File: config.mk
export PLATFORM = sky130hd
export DESIGN_NAME = rocauc_divider
export DESIGN_NICKNAME = d
export VERILOG_FILES = /design/src/rtl/rocauc_divider.sv
export SDC_FILE = /design/constraint.sdc
export NUM_CORES = 1
export LEC_CHECK = 0
export BUFFER_PORTS_ARGS = -buffer_cell sky130_fd_sc_hd__clkbuf_2
export CAP_MARGIN = 20
export CORE_MARGIN = 10
export CORE_UTILIZATION = 52
export CTS_CLUSTER_DIAMETER = 100
export DETAILED_ROUTE_END_ITERATION = 10
export PLACE_DENSITY = 0.77
export RECOVER_POWER = 50
export SETUP_SLACK_MARGIN = 0.5
export SLEW_MARGIN = 20
export SYNTH_ARGS = -nofsm -noshare
export SYNTH_HDL_FRONTEND = slang
export SYNTH_SLANG_ARGS = --single-unit
File: constraint.sdc
create_clock -name clk -period 7.35 [get_ports clk]
set_input_delay 0.735 -clock clk [delete_from_list [all_inputs] [get_ports clk]]
set_output_delay 0.735 -clock clk [all_outputs]
set_load 0.05 [all_outputs]
File: src/rtl/rocauc_divider.sv
// Module: restoring divider, one quotient bit per cycle.
module rocauc_divider #(
  parameter int NumW = 64,
  parameter int DenW = 32
) (
  input  logic            clk,
  input  logic            rst,
  input  logic            start,
  input  logic [NumW-1:0] numer,
  input  logic [DenW-1:0] denom,
  output logic            busy,
  output logic            done,
  output logic [NumW-1:0] quot
);
  localparam int CntW = $clog2(NumW + 1);

  logic [NumW-1:0] q;
  logic [DenW:0]   rem;
  logic [DenW-1:0] d;
  logic [CntW-1:0] cnt;
  logic [DenW:0]   shifted;
  logic [DenW:0]   diff;

  assign shifted = {rem[DenW-1:0], q[NumW-1]};
  assign diff    = shifted - {1'b0, d};
  assign quot    = q;

  always_ff @(posedge clk) begin
    if (rst) begin
      busy <= 1'b0;
      done <= 1'b0;
      cnt  <= '0;
    end else begin
      done <= 1'b0;
      if (start) begin
        busy <= 1'b1;
        q    <= numer;
        rem  <= '0;
        d    <= denom;
        cnt  <= CntW'(NumW);
      end else if (busy) begin
        if (!diff[DenW]) begin
          rem <= diff;
          q   <= {q[NumW-2:0], 1'b1};
        end else begin
          rem <= shifted;
          q   <= {q[NumW-2:0], 1'b0};
        end
        cnt <= cnt - 1'b1;
        if (cnt == CntW'(1)) begin
          busy <= 1'b0;
          done <= 1'b1;
        end
      end
    end
  end
endmodule

Yosys cells after proc, flatten, opt, wreduce, memory -nomap -nowiden
Cells that the tools add are included.
Widths: inputs -> output; s select.
Cells by class
  add/sub/neg operators: 2
  equality and inequality tests: 1
  mux-type cells: 11
  bitwise logic cells: 2
  reduce and logical (&&, ||, !) cells: 5
Operators with widths (number)
  $mux 64: 2
  $mux 32: 2
  $sub 33x32->33: 1
  $mux 7: 2
  $eq 7x1->1 const B: 1
  $sub 7x1->7 const B: 1
  $mux 1: 5
  $reduce_and 2->1: 2
  $reduce_or 3->1: 1
  $not 1->1: 2
  $reduce_bool 2->1: 1
  $reduce_or 2->1: 1
Word-level totals
  register bits: 137
  input port bits: 99
  output and inout port bits: 66
  word-level logic and storage cells: 28

Depth between registers and ports, before layout
Gate-level depths: netlist of the first run.
  depth in word-level cells: 4
  gate-level depth with buffers: 13
  depth with buffers taken out: 11

Worst setup path after synthesis of the first run
Ideal clock, no wire load.
  path kind: input-to-reg
  from: input start
  to: register q[0], in the netlist quot[0], enable pin
  library setup time: 0.552 ns
  arrival time: 5.407 ns
  data required time: 6.798 ns
  slack: 1.391 ns
  stages: 4
  buffers on the path: 2
  cells stage by stage: clkbuf_1 clkbuf_1 nor2_1 nor2_1
On the way
  longest elaborated chain between the ends: 2
RTL lines
  start, declared: line 8  | input logic start,
  $reduce_bool 2->1 (no line)
  $reduce_and 2->1 (no line)
  end signal, assigned: line 37  | q <= numer;
  end signal, assigned: line 44  | q <= {q[NumW-2:0], 1'b1};
  end signal, assigned: line 47  | q <= {q[NumW-2:0], 1'b0};
  end, declared: line 17  | logic [NumW-1:0] q;
Every way passes these cells.
A chain may end at the register's enable or synchronous reset.

Worst setup path in the final report of the first run
  from: input start
  to: register q[62], in the netlist quot[62] (data pin)
On the way
  longest elaborated chain between the ends: 1
RTL lines
  $mux 64: line 35  | if (start) begin
Every way passes these cells.

==> results of run 1 <==
## layout make-up
| class | count | area [um^2] | area share |
|---|---|---|---|
| Timing Repair Buffer | 169 | 769.5 | 0.08473 |
| Multi-Input combinational cell | 449 | 3279 | 0.3611 |
| Clock inverter | 13 | 191.4 | 0.02108 |
| Sequential cell | 137 | 4024 | 0.4431 |
| Clock buffer | 19 | 432.9 | 0.04767 |
| Tap cell | 184 | 230.2 | 0.02535 |
| Inverter | 41 | 153.9 | 0.01695 |
## how the worst max path moves through the flow
| stage | start | endpoint | slack (ns) | cells past startpoint |
|---|---|---|---|---|
| floorplan | start | quot[0] | 1.39 | 4 |
| CTS | rem[19] | rem[20] | 3.64 | 9 |
| detailed placement | rem[19] | rem[20] | 3.68 | 9 |
| global placement | rem[19] | rem[20] | 3.83 | 9 |
| finish | start | quot[62] | 2.80 | 3 |
| global route | start | quot[62] | 2.52 | 3 |
## synthesized netlist by cell type (5+ instances only)
master	number
a211oi_1	10
a21o_1	12
a21oi_1	57
and3_1	6
clkbuf_1	21
dfxtp_1	9
edfxtp_1	128
ha_1	34
inv_1	41
mux2_2	64
nand2_1	35
nand2b_1	7
nand3_1	18
nand4_1	8
nor2_1	33
nor3_1	11
o2111ai_1	5
o211ai_1	7
o21a_1	8
o21ai_0	46
or3_1	5
xnor2_1	13
xor2_1	8
## per-stage QoR
stage	hold WS (ns)	setup slack (ns)	utilization	power [mW]	area, um^2
after floorplan	0.4685	1.391	-	1.416	7581
after global placement	0.4797	3.827	0.5926	1.540	8548
after detailed placement	0.4867	3.683	0.5926	1.557	8548
after CTS	0.4699	3.636	0.6359	2.478	9173
after global routing	0.4691	2.516	0.6296	2.577	9081
final	0.4774	2.798	0.6296	2.470	9081
## metal layers
layer | GRT usage | up-vias | part of all wire
met5 | 0 | - | 0
met4 | 0.05707 | 0 | 0.014
met3 | 0.09405 | 28 | 0.12
met2 | 0.3268 | 297 | 0.48
met1 | 0.2351 | 2835 | 0.39
li1 | - | 2795 | -
## logic make-up (layout without fill, tap and decap cells)
logic type	after synthesis	in the layout	share of synthesized area
compound gates	177	177	0.1479
xor+xnor	21	21	0.02426
fa+ha+maj	35	35	0.05876
buf+inv	72	242	0.03945
flops	137	137	0.5308
mux	65	65	0.09639
simple gates	151	151	0.1025
## registers in the layout, indices dropped and copies added, names as in the netlist
register,cells
busy,1
done,1
quot,64
d,32
cnt,7
rem,32
## power by group through the flow
stage | logic (mW) | clock network [mW] | registers, mW
after floorplan | 0.359 | 0 | 1.06
after global placement | 0.561 | 0 | 0.979
after detailed placement | 0.576 | 0 | 0.981
after CTS | 0.581 | 0.930 | 0.967
after global routing | 0.637 | 0.967 | 0.973
final | 0.583 | 0.921 | 0.966
==> metrics.md, run 1 <==
| Metric | Value |
|---|---|
| Area delta synth->final | 19.79% |
| Hold depth | 1 |
| H-tree Lvls | 4 |
| Hold Vio Cnt, Final | 0 |
| P_int | 1.717 mW |
| Largest fanout on the critical path | 53 |
| Global-route wire length before repair | 32.47 mm |
| Worst path slowest cell | clkbuf_1 |
| Via density | 5.884 |
| Comb pwr share | 0.236 |
| Failing checks | max-capacitance violations, max-slew violations |
| Core Region | 0.01442 mm^2 |
| Worst Hold Path EP | d[28] |
| Period utilisation layout | 0.6193 |
| Worst r2r path cells | 9 |
| DP Wirelength | 14.56 mm |
| Layout cells sized above 1 | 0.2512 |
| Remaining DRCs | 0 |
| Pwr Density | 272.0 mW/mm^2 |
| VDD IR max | 0.2296 mV |
| Root buf cell | clkbuf_16 |
| Max-slew headroom | -0.7959 |
| Router iterations before antenna repair | 7 |
| Reg-to-reg setup timing slack | 3.56 ns |
| Commonest cells after routing, fill and taps aside | edfxtp_1 (128), clkbuf_2 (96), clkbuf_1 (71) |
| Die X | 140.7 um |
| Post_cts resized | 0 |
| Main flop type after synthesis | edfxtp_1 |
| Hold WC Path Type | primary input to register |
| Lkg Pwr | 3.566 nW |
| Psw | 0.7536 mW |
| Routed Antenna Nets | 0 |
| Buf/Inv on CP | 2 |
| CTS Hold Bufs | 0 |
| Vias in the first global route | 6157 |
| Synth cell types | 64 |
| Run status | finished, violations left |
| Cells after Synth | 658 |
| FF-to-FF Start | rem[19] |
| Post-Syn Area | 0.007581 mm^2 |
| Commonest non-fill, non-tap cell in the layout | edfxtp_1 |
| Initial DRC count | 520 |
| Ant diodes | 0 |
| Clk slew on worst S/H paths | 0.06 ns |
| CP delay by family, top | buffers and inverters |
| Crit path arrival time | 4.72 ns |
| RSZ-0062 raised after global routing | false |
| GRT Overall Usage | 0.2020 |
| Clk_lat worst skew | 0.43 ns |
| FF-to-FF End | rem[20] |
| Post-route insts no fill | 1012 |
| Largest net degree at the start of global routing | 55 |
| Area leader, netlist | edfxtp_1 |
| Worst Path Required | 7.51 ns |
| Die Area | 0.01981 mm^2 |
| Clock buffer depth | 2 |
| CP startpoint kind | primary input |
| Fill count | 1177 |
| Hold path start | denom[28] |
| GPL Wtd Cong | 0.9468 |
| Clock skew | 0.01306 ns |
| Seq/Total Area, Yosys | 0.5308 |
| Net Count, Synth | 792 |
| Num CTS Buffers | 17 |
| Grt total ovfl | 0 |
| I/O Buffers | 164 |
| Kind of critical path | primary input to register |
| Initial antenna violation count | 0 |
| Die height | 140.7 um |
| Clk pwr share | 0.373 |
| # IOs | 165 |
| Row cnt | 44 |
| Yosys warns | 0 |
| Slew @ Worst Pin | 2.694 ns |
| Clock Sinks | 137 |
| Vias | 5955 |
| TritonCTS clock tree | built |
| Share of flip-flops with an asynchronous set or reset | 0 |
| Avg WL per Cell | 19.80 um |
| DP Cell Count | 980 |
| Final setup viols | 0 |
| CP Cell Sequence | clkbuf_1, clkbuf_1, mux2_2 |
| Final Slew Violations | 97 |
| Setup bufs post-CTS | 0 |
| Avg Inst Size Synth | 11.52 um^2 |
| CP most frequent cell | clkbuf_1 |
| Total wire length | 20.03 mm |
| Final min period | 4.552 ns |
| Area contributors post-synth | edfxtp_1 (51%), mux2_2 (9.5%), ha_1 (5.6%), a21oi_1 (3.8%), o21ai_0 (3.0%) |
| #FFs+latches synth | 137 |
| Initial Util | 0.5256 |
| Worst setup EP type | register |
| Max cap viols | 2 |
| Setup_tns | 0 ns |
| Worst path max stage delay | 2.00 ns |
| Max Fclk | 219.7 MHz |
| EDFF count, synth | 128 |
| Switching Share | 0.3051 |
| Sequential share of power | 0.391 |
| Nets | 949 |
| Share of the synthesized area in the top cell type | 0.5070 |
No activity file was read; power rests on OpenSTA's default activity.
==> run 2: changes to the inputs <==
Settings changed: CORE_UTILIZATION 52 to 50.
Clock period 7.35 ns to 4.1 ns, I/O delays scaled along.
==> run 2 against run 1 <==
The flow still finishes with violations (max-capacitance violations, max-slew violations). Global-route usage fell by 1.2 points. Cell count rose by 0.20%. Combinational power rose by 78%. Sequential share of layout area barely moved. Power rose by 76%. Hold slack got worse by 0.32 ns. Register-to-register slack got worse by 2.8 ns. Critical path depth rose by 8. Clock-buffer cell count fell by 2. Wire length fell by 4.8%. Flip-flop and latch count did not move. Largest power group unchanged.
==> metrics.md, run 2 (synthesis results as in run 1) <==
| Metric | Value |
|---|---|
| CP Cell Sequence | inv_1, ha_1, fa_1, nand2b_1, a21o_1, a21o_1, nand2b_2, a211oi_1, o311a_2, or4_1, a21oi_1 |
| Die X | 143.1 um |
| Buf/Inv on CP | 1 |
| DP Wirelength | 13.94 mm |
| Row cnt | 44 |
| Hold Vio Cnt, Final | 0 |
| Kind of critical path | register to register |
| DP Cell Count | 982 |
| Nets | 951 |
| Core Region | 0.01470 mm^2 |
| VDD IR max | 0.3260 mV |
| Worst Path Required | 4.38 ns |
| Layout cells sized above 1 | 0.2614 |
| Die Area | 0.02049 mm^2 |
| CP startpoint kind | register |
| Clk_lat worst skew | 0.43 ns |
| Setup bufs post-CTS | 0 |
| Final Slew Violations | 101 |
| TritonCTS clock tree | built |
| # IOs | 165 |
| Run status | finished, violations left |
| GRT Overall Usage | 0.1898 |
| Period utilisation layout | 0.8123 |
| Commonest cells after routing, fill and taps aside | edfxtp_1 (128), clkbuf_2 (97), clkbuf_1 (68) |
| Num CTS Buffers | 17 |
| Worst setup EP type | register |
| Clock buffer depth | 2 |
| Avg WL per Cell | 18.81 um |
| Via density | 5.738 |
| Commonest non-fill, non-tap cell in the layout | edfxtp_1 |
| Hold path start | denom[0] |
| Largest fanout on the critical path | 30 |
| Max-slew headroom | -0.9631 |
| Post-route insts no fill | 1014 |
| Clock Sinks | 137 |
| Pwr Density | 479.5 mW/mm^2 |
| CP delay by family, top | compound AO/OA/AOI/OAI gates |
| Root buf cell | clkbuf_16 |
| Worst path slowest cell | o311a_2 |
| Largest register FFs | 64 |
| Die height | 143.1 um |
| I/O Buffers | 164 |
| Ant diodes | 0 |
| Grt total ovfl | 0 |
| Routed Antenna Nets | 0 |
| Largest net degree at the start of global routing | 57 |
| GPL Wtd Cong | 0.9368 |
| Vias | 5818 |
| Worst path max stage delay | 0.62 ns |
| Vias in the first global route | 5923 |
| FF-to-FF Start | quot[63] |
| Hold WC Path Type | primary input to register |
| Router iterations before antenna repair | 5 |
| Max Fclk | 300.3 MHz |
| Slew @ Worst Pin | 2.945 ns |
| Total wire length | 19.08 mm |
| Final min period | 3.330 ns |
| Initial antenna violation count | 0 |
| Lkg Pwr | 3.567 nW |
| RSZ-0062 raised after global routing | false |
| Final setup viols | 0 |
| Area delta synth->final | 19.87% |
| Initial Util | 0.5157 |
| Global-route wire length before repair | 30.62 mm |
| Max cap viols | 2 |
| Remaining DRCs | 0 |
| CP most frequent cell | a21o_1 |
| CP startpoint | quot[63] |
| Initial DRC count | 326 |
| Clock skew | 0.009639 ns |
| Crit path arrival time | 3.61 ns |
| Failing checks | max-capacitance violations, max-slew violations |
| Setup_tns | 0 ns |
| Clk slew on worst S/H paths | 0.06 ns |
| Power Total | 4.357 mW |
| H-tree Lvls | 4 |
run 2: area by class of cell:
cell class	count	area [um^2]
Fill cell	1218	5612
Clock buffer	17	425.4
Sequential cell	137	4024
Tap cell	184	230.2
Multi-Input combinational cell	449	3288
Inverter	41	153.9
Clock inverter	15	180.2
Timing Repair Buffer	171	785.8
run 2: per-stage QoR:
stage / area, um^2 / util / hold WS, ns / setup slack (ns)
after floorplan: 7589 / - / 0.4685 / 0.8041
after global placement: 8564 / 0.5827 / 0.4864 / 0.7338
after detailed placement: 8564 / 0.5827 / 0.4943 / 0.5896
after CTS: 9170 / 0.6239 / 0.1339 / 0.5502
after global routing: 9087 / 0.6182 / 0.1347 / 0.5865
final: 9087 / 0.6182 / 0.1528 / 0.7698
run 2: worst paths after layout:
check             cells past startpoint  slack (ns)  endpoint
setup / recovery                     11        0.77    rem[8]
hold / removal                        1        0.15      d[0]
setup reg to reg                     11        0.77    rem[8]
hold reg to reg                       2        0.50    cnt[1]
run 2: power by group:
part / internal, mW / switching, mW
combinational: 0.381 / 0.656
sequential: 1.67 / 0.0565
clock: 0.923 / 0.667
total: 2.98 / 1.38
run 2: layer usage:
metal | global-route usage | up-vias | wire length, um
met5 | 0 | - | 0
met4 | 0.06026 | 0 | 299
met3 | 0.1041 | 27 | 2333
met2 | 0.2945 | 253 | 8892
met1 | 0.2199 | 2737 | 7551
li1 | - | 2801 | -
run 2: repair_timing:
action / CTS / global route
endpoints found under the setup margin: 0 / 18
resized for setup: 0 / 3
hold buffers: 0 / 0
==> run 3: changes to the inputs <==
Settings changed: ABC_AREA from default to 1, CORE_UTILIZATION 50 to 52, PLACE_DENSITY 0.77 to 0.76.
Clock period 4.1 ns to 3.2 ns, I/O delays scaled along.
==> run 3 against run 2 <==
The run still ends with max-capacitance violations, max-slew violations left. Hold slack lost 0.089 ns. Area after synthesis grew 12%. Sequential share of layout area shrank 4.9 points. Critical path depth shrank 6. Clock-buffer cell count grew 3. Global-route usage grew 1.4 points. Setup slack lost 0.097 ns. First-iteration DRC count grew 27%. Final area grew 12%. Clock power grew 31%. Utilization grew 2.2 points. Via count grew 25%. Largest cell class unchanged.
==> metrics.md, run 3 <==
| Metric | Value |
|---|---|
| Yosys warns | 0 |
| Final Cell Area | 0.01021 mm^2 |
| Seq/Total Area, Yosys | 0.4734 |
| Area contributors post-synth | edfxtp_1 (45%), nand2_1 (21%), inv_1 (7.1%), ha_1 (5.0%), nor2_1 (4.6%) |
| Synth cell types | 37 |
| CP Cell Sequence | clkbuf_1, clkinvlp_2, clkbuf_2, nand2_1, nor3b_1 |
| CP startpoint kind | primary input |
| Fill count | 1422 |
| Post-route insts no fill | 1507 |
| M1 GR Usage | 0.2359 |
| Net Count, Synth | 1240 |
| Num CTS Buffers | 17 |
| Hold_ws | 0.06350 ns |
| Worst path slowest cell | clkbuf_2 |
| Core Region | 0.01594 mm^2 |
| Initial DRC count | 413 |
| CP startpoint | start |
| Remaining DRCs | 0 |
| Post-Syn Area | 0.008499 mm^2 |
| DP Wirelength | 16.37 mm |
| Final min period | 2.527 ns |
| Hold WC Path Type | primary input to register |
| #FFs+latches synth | 137 |
| GPL Wtd Cong | 0.9234 |
| Crit path to | cnt[5] |
| FF-to-FF End | rem[21] |
| TritonCTS clock tree | built |
| Share of the synthesized area in the top cell type | 0.4522 |
| Commonest cells after routing, fill and taps aside | nand2_1 (482), inv_1 (159), clkbuf_2 (139) |
| Met3 usage | 0.09463 |
| Vias in the first global route | 7301 |
| Setup_tns | 0 ns |
| Worst Path Required | 3.54 ns |
| GRT Overall Usage | 0.2036 |
| Router iterations before antenna repair | 5 |
| Kind of critical path | primary input to register |
| Cells after Synth | 1106 |
| Run status | finished, violations left |
| Share of flip-flops with an asynchronous set or reset | 0 |
| Main flop type after synthesis | edfxtp_1 |
| List of most frequent post-synthesis cells | nand2_1 (482), inv_1 (160), edfxtp_1 (128) |
| I/O Buffers | 164 |
| Ant diodes | 0 |
| Largest fanout on the critical path | 97 |
| Clock Sinks | 137 |
| Failing checks | max-capacitance violations, max-slew violations |
| Largest register FFs | 64 |
| Initial antenna violation count | 0 |
| Avg WL per Cell | 14.74 um |
| Via density | 4.835 |
| Root buf cell | clkbuf_16 |
| FF-to-FF Start | quot[63] |
| Worst path max stage delay | 1.49 ns |
| Clock skew | 0.01080 ns |
| Largest net degree at the start of global routing | 98 |
| Clk_lat worst skew | 0.43 ns |
| Clock buffer depth | 2 |
| Clk slew on worst S/H paths | 0.07 ns |
| Reg-to-reg setup timing slack | 0.70 ns |
| Met2 Track Usage GR | 0.3318 |
| Layout cells sized above 1 | 0.1875 |
| Max-slew headroom | -0.3647 |
| DP Cell Count | 1467 |
| Final setup viols | 0 |
| Final Slew Violations | 132 |
| Row cnt | 46 |
| H-tree Lvls | 4 |
| Worst r2r path cells | 18 |
| Hold Vio Cnt, Final | 0 |
| Avg Inst Size Synth | 7.685 um^2 |
| Vias | 7287 |
| Max Fclk | 395.7 MHz |
| Period utilisation layout | 0.7897 |
| Most frequent cell after synthesis | nand2_1 |
| EDFF count, synth | 128 |
| Die height | 147.8 um |
| Lkg Pwr | 5.349 nW |
| Area delta synth->final | 20.12% |
| Pwr Density | 645.6 mW/mm^2 |
| Max cap viols | 2 |
| RSZ-0062 raised after global routing | false |
| Die Area | 0.02186 mm^2 |
| Power Total | 6.591 mW |
| VDD IR max | 0.4205 mV |
| Commonest non-fill, non-tap cell in the layout | nand2_1 |
| Worst setup EP type | register |
| # IOs | 165 |
| Die X | 147.8 um |
| Dpl cell area | 0.009514 mm^2 |
| Nets | 1413 |
| Routed Antenna Nets | 0 |
| Total wire length | 22.22 mm |
| Grt total ovfl | 0 |
| Initial Util | 0.5331 |
| Global-route wire length before repair | 35.80 mm |
| Slew @ Worst Pin | 2.047 ns |
| Top Usage Layer GRT | met2 |
| Area leader, netlist | edfxtp_1 |
| Crit path arrival time | 2.87 ns |
## run 3: layout make-up
type	count	area, um^2	area share
clock buffers	20	436.7	0.04277
repair buffers	174	885.9	0.08676
well taps	216	270.3	0.02647
flip-flops and latches	137	4024	0.3941
clock inverters	11	170.2	0.01667
inverters	171	643.1	0.06299
multi-input cells	778	3780	0.3702
## run 3: timing repair
action,4_1_cts,5_1_grt
gates resized for setup,1,6
setup buffers,0,7
setup endpoints to repair,8,32
hold buffers,0,0
pin swaps,0,1
cloned,0,2
endpoints found under the hold margin,0,0
## run 3: power by group
part	internal [mW]	switching, mW	total [mW]	leakage, nW
logic	0.697	1.48	2.18	3.74
clock network	1.30	0.791	2.09	0.290
registers	2.21	0.106	2.32	1.31
## run 3: per-stage QoR
step | util | worst slack (ns)
2_1_floorplan | - | 0.5088
5_1_grt | 0.6404 | 0.3378
6_report | 0.6404 | 0.6731
4_1_cts | 0.6354 | 0.5845
3_3_place_gp | 0.5968 | 0.5942
3_5_place_dp | 0.5968 | 0.4623
## run 3: logic make-up after synthesis
family	synth area share
AO/OA/AOI/OAI	0.02414
buffers and inverters	0.09098
flip-flops	0.4734
XOR/XNOR	0.01546
AND/OR/NAND/NOR	0.3436
adder cells (fa/ha/maj)	0.05241
## run 3: how the worst min path moves through the flow
stage | from | to | slack, ns | cells past startpoint
after CTS | denom[30] | d[30] | 0.05 | 1
after global placement | cnt[6] | cnt[6] | 0.46 | 2
final | denom[21] | d[21] | 0.06 | 1
after global routing | denom[31] | d[31] | 0.05 | 1
after detailed placement | cnt[6] | cnt[6] | 0.46 | 2
after floorplan | rst | cnt[6] | 0.39 | 1
## run 3: per-layer routing
layer	share of wire	vias to the layer above
li1	-	3762
met4	0.019	0
met1	0.41	3259
met2	0.47	232
met3	0.10	34
met5	0	-
## run 3: worst max-delay path, delay by kind of cell
family	cells	cell delay [ns]
buffers and inverters	3	1.74
and+or+nand+nor	2	0.81
